### src/rtl/assert_macros.svh
// Assertion macros shared by the hash table RTL.
// Depends on nothing; included by files that assert.
`ifndef ASSERT_MACROS_SVH
`define ASSERT_MACROS_SVH
// Implication checked on every clock, disabled during reset.
`define ASSERT_IMPL(label, clk, rst_n, ante, cons) \
    label: assert property (@(posedge clk) disable iff (!rst_n) (ante) |-> (cons)) \
        else $error("assertion failed");
// Next-cycle implication, disabled during reset.
`define ASSERT_NEXT(label, clk, rst_n, ante, cons) \
    label: assert property (@(posedge clk) disable iff (!rst_n) (ante) |=> (cons)) \
        else $error("assertion failed");
`endif

### src/rtl/lpht_pkg.sv
// Package for the linear probe hash table: payload types, codes, hash constants.
// Depends on nothing.
`default_nettype none
package lpht_pkg;
    typedef enum logic [1:0] {MODE_LOOKUP = 2'd0, MODE_INSERT = 2'd1, MODE_DELETE = 2'd2,
                              MODE_NONE = 2'd3} mode_t;
    typedef enum logic [1:0] {ST_OK = 2'd0, ST_MISSING = 2'd1, ST_FULL = 2'd2,
                              ST_RSVD = 2'd3} status_t;
    localparam logic [1:0] MARK_EMPTY   = 2'd0;
    localparam logic [1:0] MARK_USED    = 2'd1;
    localparam logic [1:0] MARK_DELETED = 2'd2;

    localparam logic [63:0] GOLDEN = 64'h9e3779b97f4a7c15;
    localparam logic [63:0] MUL1   = 64'hbf58476d1ce4e5b9;
    localparam logic [63:0] MUL2   = 64'h94d049bb133111eb;

    typedef struct packed {
        logic [1:0]         mode;
        logic [63:0]        lookup_key;
        logic signed [31:0] write_value;
    } req_t;

    typedef struct packed {
        logic [1:0]         status;
        logic signed [31:0] read_value;
    } rsp_t;

    typedef enum logic [3:0] {
        BK_IDLE, BK_CLEAR, BK_ISSUE, BK_WAIT, BK_CHECK, BK_DONE
    } bk_state_t;

    typedef enum logic [2:0] {
        HS_IDLE, HS_ADD, HS_M1, HS_M2, HS_OUT
    } hs_state_t;
endpackage
`default_nettype wire

### src/rtl/lpht_mul64.sv
// 64x64 low-half multiplier, three 32x32 partial products over cycles.
// Depends on nothing.
`default_nettype none
module lpht_mul64 (
    input  wire logic        clk,
    input  wire logic        rst_n,
    input  wire logic        start,
    input  wire logic [63:0] a,
    input  wire logic [63:0] b,
    output logic             done,
    output logic [63:0]      p
);
    logic [1:0]  step_reg;
    logic        busy_reg;
    logic [63:0] a_reg, b_reg, acc_reg;
    logic [31:0] op_a, op_b;
    logic [63:0] prod;

    // pick the partial product for this step: lo*lo, lo*hi, hi*lo
    always_comb
    begin
        case (step_reg)
            2'd0:    begin op_a = a_reg[31:0];  op_b = b_reg[31:0];  end
            2'd1:    begin op_a = a_reg[31:0];  op_b = b_reg[63:32]; end
            default: begin op_a = a_reg[63:32]; op_b = b_reg[31:0];  end
        endcase
        prod = 64'(op_a) * 64'(op_b);
    end

    always_ff @(posedge clk or negedge rst_n)
    begin
        if (!rst_n)
        begin
            busy_reg <= 1'b0;
            step_reg <= 2'd0;
            done     <= 1'b0;
        end
        else
        begin
            done <= 1'b0;
            if (start)
            begin
                busy_reg <= 1'b1;
                step_reg <= 2'd0;
            end
            else if (busy_reg)
            begin
                if (step_reg == 2'd2)
                begin
                    busy_reg <= 1'b0;
                    done     <= 1'b1;
                end
                step_reg <= step_reg + 2'd1;
            end
        end
    end

    // accumulate; cross terms land in the upper half only
    always_ff @(posedge clk)
    begin
        if (start)
        begin
            a_reg   <= a;
            b_reg   <= b;
            acc_reg <= '0;
        end
        else if (busy_reg)
        begin
            if (step_reg == 2'd0)
            begin
                acc_reg <= prod;
            end
            else
            begin
                acc_reg <= acc_reg + {prod[31:0], 32'd0};
            end
        end
    end

    assign p = acc_reg;
endmodule
`default_nettype wire

### src/rtl/lpht_front.sv
// Front end: accepts requests, hashes the key, queues hashed requests.
// Depends on lpht_pkg, lpht_mul64 and assert_macros.svh.
`default_nettype none
`include "assert_macros.svh"
module lpht_front #(
    parameter int IDXW = 10
) (
    input  wire logic           clk,
    input  wire logic           rst_n,
    input  wire logic           push,
    output logic                full,
    input  wire lpht_pkg::req_t req,
    output logic                q_valid,
    input  wire logic           q_take,
    output lpht_pkg::req_t      q_req,
    output logic [IDXW-1:0]     q_home
);
    lpht_pkg::hs_state_t state_reg, state_next;
    lpht_pkg::req_t      cur_reg;
    logic [63:0]         v_reg, v_next;
    logic                mul_start, mul_done;
    logic [63:0]         mul_a, mul_b, mul_p;
    // two-entry queue toward the back end
    lpht_pkg::req_t  qr_reg [2];
    logic [IDXW-1:0] qh_reg [2];
    logic [1:0]      cnt_reg;
    logic            rd_reg, wr_reg;
    logic            enq;

    lpht_mul64 u_mul (
        .clk(clk), .rst_n(rst_n), .start(mul_start), .a(mul_a), .b(mul_b),
        .done(mul_done), .p(mul_p)
    );

    assign full = (state_reg != lpht_pkg::HS_IDLE);

    // hash sequencer: add, mix-multiply twice, final xor-shift
    always_comb
    begin
        state_next = state_reg;
        v_next     = v_reg;
        mul_start  = 1'b0;
        mul_a      = v_reg ^ (v_reg >> 30);
        mul_b      = lpht_pkg::MUL1;
        enq        = 1'b0;
        unique case (state_reg)
            lpht_pkg::HS_IDLE:
            begin
                if (push)
                begin
                    v_next     = req.lookup_key + lpht_pkg::GOLDEN;
                    state_next = lpht_pkg::HS_ADD;
                end
            end
            lpht_pkg::HS_ADD:
            begin
                mul_start  = 1'b1;
                state_next = lpht_pkg::HS_M1;
            end
            lpht_pkg::HS_M1:
            begin
                if (mul_done)
                begin
                    v_next     = mul_p;
                    state_next = lpht_pkg::HS_M2;
                    mul_start  = 1'b1;
                    mul_a      = mul_p ^ (mul_p >> 27);
                    mul_b      = lpht_pkg::MUL2;
                end
            end
            lpht_pkg::HS_M2:
            begin
                mul_a = v_reg ^ (v_reg >> 27);
                mul_b = lpht_pkg::MUL2;
                if (mul_done)
                begin
                    v_next     = mul_p ^ (mul_p >> 31);
                    state_next = lpht_pkg::HS_OUT;
                end
            end
            lpht_pkg::HS_OUT:
            begin
                if (cnt_reg != 2'd2)
                begin
                    enq        = 1'b1;
                    state_next = lpht_pkg::HS_IDLE;
                end
            end
            default: state_next = lpht_pkg::HS_IDLE;
        endcase
    end

    always_ff @(posedge clk or negedge rst_n)
    begin
        if (!rst_n)
        begin
            state_reg <= lpht_pkg::HS_IDLE;
            cnt_reg   <= 2'd0;
            rd_reg    <= 1'b0;
            wr_reg    <= 1'b0;
        end
        else
        begin
            state_reg <= state_next;
            if (enq)
            begin
                wr_reg <= ~wr_reg;
            end
            if (q_take && q_valid)
            begin
                rd_reg <= ~rd_reg;
            end
            cnt_reg <= cnt_reg + {1'b0, enq} - {1'b0, q_take && q_valid};
        end
    end

    always_ff @(posedge clk)
    begin
        v_reg <= v_next;
        if (state_reg == lpht_pkg::HS_IDLE && push)
        begin
            cur_reg <= req;
        end
        if (enq)
        begin
            qr_reg[wr_reg] <= cur_reg;
            qh_reg[wr_reg] <= v_reg[IDXW-1:0];
        end
    end

    assign q_valid = (cnt_reg != 2'd0);
    assign q_req   = qr_reg[rd_reg];
    assign q_home  = qh_reg[rd_reg];

    `ASSERT_IMPL(a_q_bound, clk, rst_n, 1'b1, cnt_reg <= 2'd2)
    `ASSERT_IMPL(a_no_enq_full, clk, rst_n, enq, cnt_reg != 2'd2)
endmodule
`default_nettype wire

### config.mk
export PLATFORM = sky130hd
export DESIGN_NAME = lpht_front
export DESIGN_NICKNAME = d
export VERILOG_FILES = /design/src/rtl/lpht_pkg.sv /design/src/rtl/lpht_mul64.sv /design/src/rtl/lpht_front.sv
export VERILOG_INCLUDE_DIRS = /design/src /design/src/rtl
export SDC_FILE = /design/constraint.sdc
export NUM_CORES = 2
export LEC_CHECK = 0
export BUFFER_PORTS_ARGS = -buffer_cell sky130_fd_sc_hd__clkbuf_2
export CELL_PAD_IN_SITES_DETAIL_PLACEMENT = 0
export CELL_PAD_IN_SITES_GLOBAL_PLACEMENT = 1
export CORE_UTILIZATION = 48
export DETAILED_ROUTE_END_ITERATION = 8
export GPL_TIMING_DRIVEN = 1
export PLACE_DENSITY = 0.87
export RECOVER_POWER = 100
export SLEW_MARGIN = 20
export SYNTH_ARGS = -nofsm -noshare
export SYNTH_HDL_FRONTEND = slang
export SYNTH_SLANG_ARGS = --single-unit
export TNS_END_PERCENT = 10
### constraint.sdc
create_clock -name clk -period 10.68 [get_ports clk]
set_input_delay 2.136 -clock clk [delete_from_list [all_inputs] [get_ports clk]]
set_output_delay 2.136 -clock clk [all_outputs]
set_load 0.005 [all_outputs]
After elaboration in Yosys (flattened, before gate mapping)
Memories as Yosys holds them, arrays and structs flattened.
Index checks and enable logic that the tools add are counted.
Cells by class
  $add $sub $neg: 5
  multipliers: 1
  reduce and logical (&&, ||, !) cells: 11
  shift operators: 0
  $lt $le $gt $ge: 0
  bitwise operators: 6
  muxes and demuxes: 30
  div/mod/pow operators: 0
  equal/unequal tests: 11
Operators by type and width (number)
  two-way mux 64 bit: 5
  case mux 64 bit (3 select lines): 1
  case mux 64 bit (2 select lines): 1
  XOR 64 x 37 -> 64 bit: 2
  case mux 62 bit (2 select lines): 1
  adder 64 bit: 1
  adder 64 bit (second input constant): 1
  multiplier 32 x 32 -> 64 bit: 1
  two-way mux 32 bit: 2
  XOR 64 x 33 -> 64 bit: 1
  XOR 64 x 34 -> 64 bit: 1
  two-way mux 62 bit: 1
  case mux 3 bit (5 select lines): 1
  two-way mux 3 bit: 4
  two-way mux 1 bit: 11
  AND reduction 4 bit: 2
  equality test 3 x 2 -> 1 bit (second input constant): 2
  inequality test 2 bit (second input constant): 3
  nonzero test 3 bit: 2
  two-way mux 2 bit: 2
  inequality test 2 x 1 -> 1 bit (second input constant): 2
  nonzero test 2 bit: 2
  equality test 3 x 1 -> 1 bit (second input constant): 1
  equality test 3 bit (second input constant): 1
  other kinds (11): 13
Storage, ports and cells
  bits in latches: 0
  word-level logic and storage cells: 80
  register bits after elaboration: 365
  memories kept: 2
  memory bits (writable): 216
  memory bits (read-only): 0
Memories
  qr_reg: words 2, width 98, read ports 1, clocked after memory_dff 0, write ports 1, line lpht_front.sv:24  | lpht_pkg::req_t qr_reg [2];
  qh_reg: words 2, width 10, read ports 1, clocked after memory_dff 0, write ports 1, line lpht_front.sv:25  | logic [IDXW-1:0] qh_reg [2];

Longest topological paths before layout
  word-level depth: 6
  depth in mapped cells: 43

Cells and area by module
Synthesis repeated with hierarchy kept, for this count alone.
Unflattened totals
  cells, all modules: 5775
  area total of the unflattened synthesis: 59180.5 um^2
Modules (own cells, without submodules)
  lpht_mul64: times used 1, seq. area each 5225.0 um^2, cells each 4443, area an instance 41124.4 um^2
  lpht_front: times used 1, seq. area each 11526.1 um^2, cells each 1332, area an instance 18056.1 um^2

Worst setup path after synthesis
Ideal clock, no wire load.
  kind: register to register
  start point: register u_mul.step_reg[0]
  end point: register u_mul.acc_reg[60], in the netlist u_mul.p[60]
  data required time: 10.454 ns
  arrival time: 9.519 ns
  setup time: 0.226 ns
  stages on the path, launching flop included: 36
  slack: 0.935 ns
  cell sequence: dfrtp_1 inv_1 ha_1 nor2_1 buf_2 buf_2 mux2i_1 clkinv_1 and3_1 fa_1 fa_1 fa_1 inv_1 fa_1 inv_1 fa_1 ha_1 fa_1 fa_1 ha_1 nand2_1 o21ai_0 nand2b_1 o31ai_4 xnor2_1 ha_1 a21o_1 a31o_2 a221o_1 a21oi_1 a21oi_1 o2111ai_1 a21boi_1 mux2i_1 a221oi_1 nor2_1
On the way
  word-level cells in the longest chain between the ends: 6
  elaborated cells between the ends (all ways): 8
RTL lines
  start: declaration: line lpht_mul64.sv:13  | logic [1:0] step_reg;
  start signal: assignment: line lpht_mul64.sv:53  | step_reg <= step_reg + 2'd1;
  equality test 2 x 1 -> 1 bit or logical NOT 2 bit (tied branches): line lpht_mul64.sv:22, lpht_mul64.sv:69
  OR reduction 2 bit (no source line)
  two-way mux 32 bit: line lpht_mul64.sv:22  | case (step_reg)
  multiplier 32 x 32 -> 64 bit: line lpht_mul64.sv:27  | prod = 64'(op_a) * 64'(op_b);
  adder 64 bit: line lpht_mul64.sv:75  | acc_reg <= acc_reg + {prod[31:0], 32'd0};
  two-way mux 64 bit (*): line lpht_mul64.sv:69  | if (step_reg == 2'd0)
  end signal: assignment: line lpht_mul64.sv:71  | acc_reg <= prod;
  end signal: assignment: line lpht_mul64.sv:75
  end: declaration: line lpht_mul64.sv:15  | logic [63:0] a_reg, b_reg, acc_reg;
Mark *: on every way between the ends. The rest lies on a longest branch, timed or not.
A chain may end at the register's enable or synchronous reset.

Worst setup path after layout
  start point: register u_mul.step_reg[0]
  end point: register u_mul.acc_reg[62], in the netlist u_mul.p[62]
Same word-level chain as after synthesis.

==> metrics.txt <==
outcome complete, but fails checks; failing checks capacitance limit, slew limit; Syn Nets 6,162; asr flop ratio synth 0.0212; CP delay by family, top adder cells; critical-path maximum fanout 6; Die H about 330 um; Syn Std Cell Area around 53,000 um^2; global route overflow 0; # rows 121; min Tclk post-route 10,330 ps; IO buf count between 200 and 250; vias per std cell 5.68; cell count after synthesis 4,866; Avg Inst Size Synth 10.9 um^2; Crit path required time 11,060 ps; global-route wire length before repair approximately 260 mm; count leader, synth inv_1; area of placed instances 56,400 um^2; crit path launch type flop; 1st-pass router iterations 6; WP data arrival roughly 11,000 ps; hold_ws around 440 ps; critical path class flop to flop; highest achievable clock rate 0.0968 GHz; period utilization 0.967; Die Area 111,000 um^2; vias in the first global route 38.8k; largest net degree at the start of global routing 90; WP buf/inv 8; list of most frequent post-synthesis cells inv_1, fa_1, edfxtp_1, ha_1, nor2_1; sequential-to-total area share from yosys stat 0.282; Max stage delay on crit path 530 ps; H-tree levels 2; drt wl/cell 26.4 um; DP HPWL 145 mm; Synth Warn # 0; fraction of layout cells with a size suffix above 1 0.0954; Design Area, Final 57,800 um^2; cell taking the most area after synthesis fa_1; clock tree buffer depth 3; flop and latch count out of synthesis 519; synth top area cells fa_1, edfxtp_1, ha_1, inv_1, mux2_2; TritonCTS clock tree done; Setup crit end kind flop; Worst-Margin Slew 3830 ps; max-slew headroom at the worst pin -1.55; I/O Pins ~210; Core Region 109,000 um^2; hold crit path type flop to flop; Total GRT Usage 0.317; Crit-path slowest cell fa_1; clock-pin slew on the worst setup and hold paths ~70 ps; CTS Sinks 519; clock insertion delay at the later pin of the skew report roughly 600 ps; final hold viol count 0; initial antenna violation count 3; final net count 6,438; prevailing post-synth register cell edfxtp_1; Slew Viols, Final 821; Setup TNS Final 0 ps; Die Wd 334 um; 1st-iter DRT viols 3,916; Unique masters post-synth between 70 and 80; CTS Root Buffer Type clkbuf_16; Total Wirelength 174 mm; Initial Util 0.485; DRT antenna net count 0; gpl congestion 1.05; CP most frequent cell fa_1; Yosys top cell area share 0.312; Via Count 37.4k; Layout Utilization 0.530; setup violators final 0; Largest register FFs just under 200; CTS Buf Count 47; EDFF count, synth 444; Post-CTS Hold Buffers 0; area grow syn2layout 9.31%; RSZ-0062 raised after global routing false; Worst Skew 39.5 ps; DRC 0; MaxCap Viol Count 15
layout by cell type, fill, tap and decap left out, types with 16 or more instances in the layout:
cell type / n
a211oi_1: 19
a21o_1: 60
a21oi_1: 234
a22oi_1: 26
a31oi_1: 16
and2_1: 59
and3_1: 36
buf_4: 153
clkbuf_1: 170
clkbuf_16: 47
clkbuf_2: 64
clkinv_1: 20
dfxtp_1: 64
edfxtp_1: 444
fa_1: 824
ha_1: 368
inv_1: 905
mux2_2: 142
mux2i_1: 25
nand2_1: 333
nand2b_1: 26
nand3_1: 34
nand4_1: 17
nor2_1: 359
nor2b_1: 18
nor3_1: 36
o21ai_0: 120
o21bai_1: 23
o22ai_1: 25
xnor2_1: 151
xor2_1: 141
timing repair:
action | 4_1_cts | 5_1_grt
setup endpoints to repair | 0 | 9
gates resized for setup | 0 | 14
hold endpoints to repair | 0 | 0
buffers inserted | 0 | 4
kinds of logic (layout without fill, tap and decap cells):
logic type	count (synthesis)	after routing	synth area share
mux	176	176	0.0369
fa+ha+maj	1194	1194	0.400
xor+xnor	296	296	0.0491
compound gates	634	634	0.0754
flops	519	519	0.282
buf+inv	1079	1392	0.0768
simple gates	968	968	0.0802
other cells	0	1	0
routing by layer:
metal / vias up / GRT usage / routed length, um
li1: 16300 / - / -
met1: 19200 / 0.449 / 72300
met2: 1719 / 0.500 / 80000
met3: 284 / 0.0478 / 14800
met4: 2 / 0.104 / 6910
met5: - / 0 / 13
worst paths after layout:
kind                              startpoint             to  slack [ps]  cells past startpoint
setup / recovery           u_mul.step_reg[0]    u_mul.p[62]         350                     39
max in group asynchronous              rst_n   state_reg[0]        8600                      1
hold / removal                   cur_reg[42]  qr_reg[0][42]         440                      0
min in group asynchronous              rst_n         rd_reg        1590                      1
hold reg to reg                  cur_reg[42]  qr_reg[0][42]         440                      0
setup reg to reg           u_mul.step_reg[0]    u_mul.p[62]         350                     39
metrics by stage:
step	instances	setup slack [ps]
final	6594	351
after CTS	6589	71.3
after detailed placement	6503	158
after global placement	6503	177
after floorplan	4866	935
after global routing	6594	17.5
area by class of cell:
class	instances	area [um^2]
clock inverters	29	287
repair buffers	383	2120
inverters	923	3470
flip-flops and latches	519	14900
well taps	1414	1770
fillers	9778	51200
multi-input cells	3268	34000
clock buffers	57	1240
diodes	1	2.50
Power is left out: the tool's default activity adds up to more than one toggle a clock period on the data nets, which glitch-free logic cannot reach.
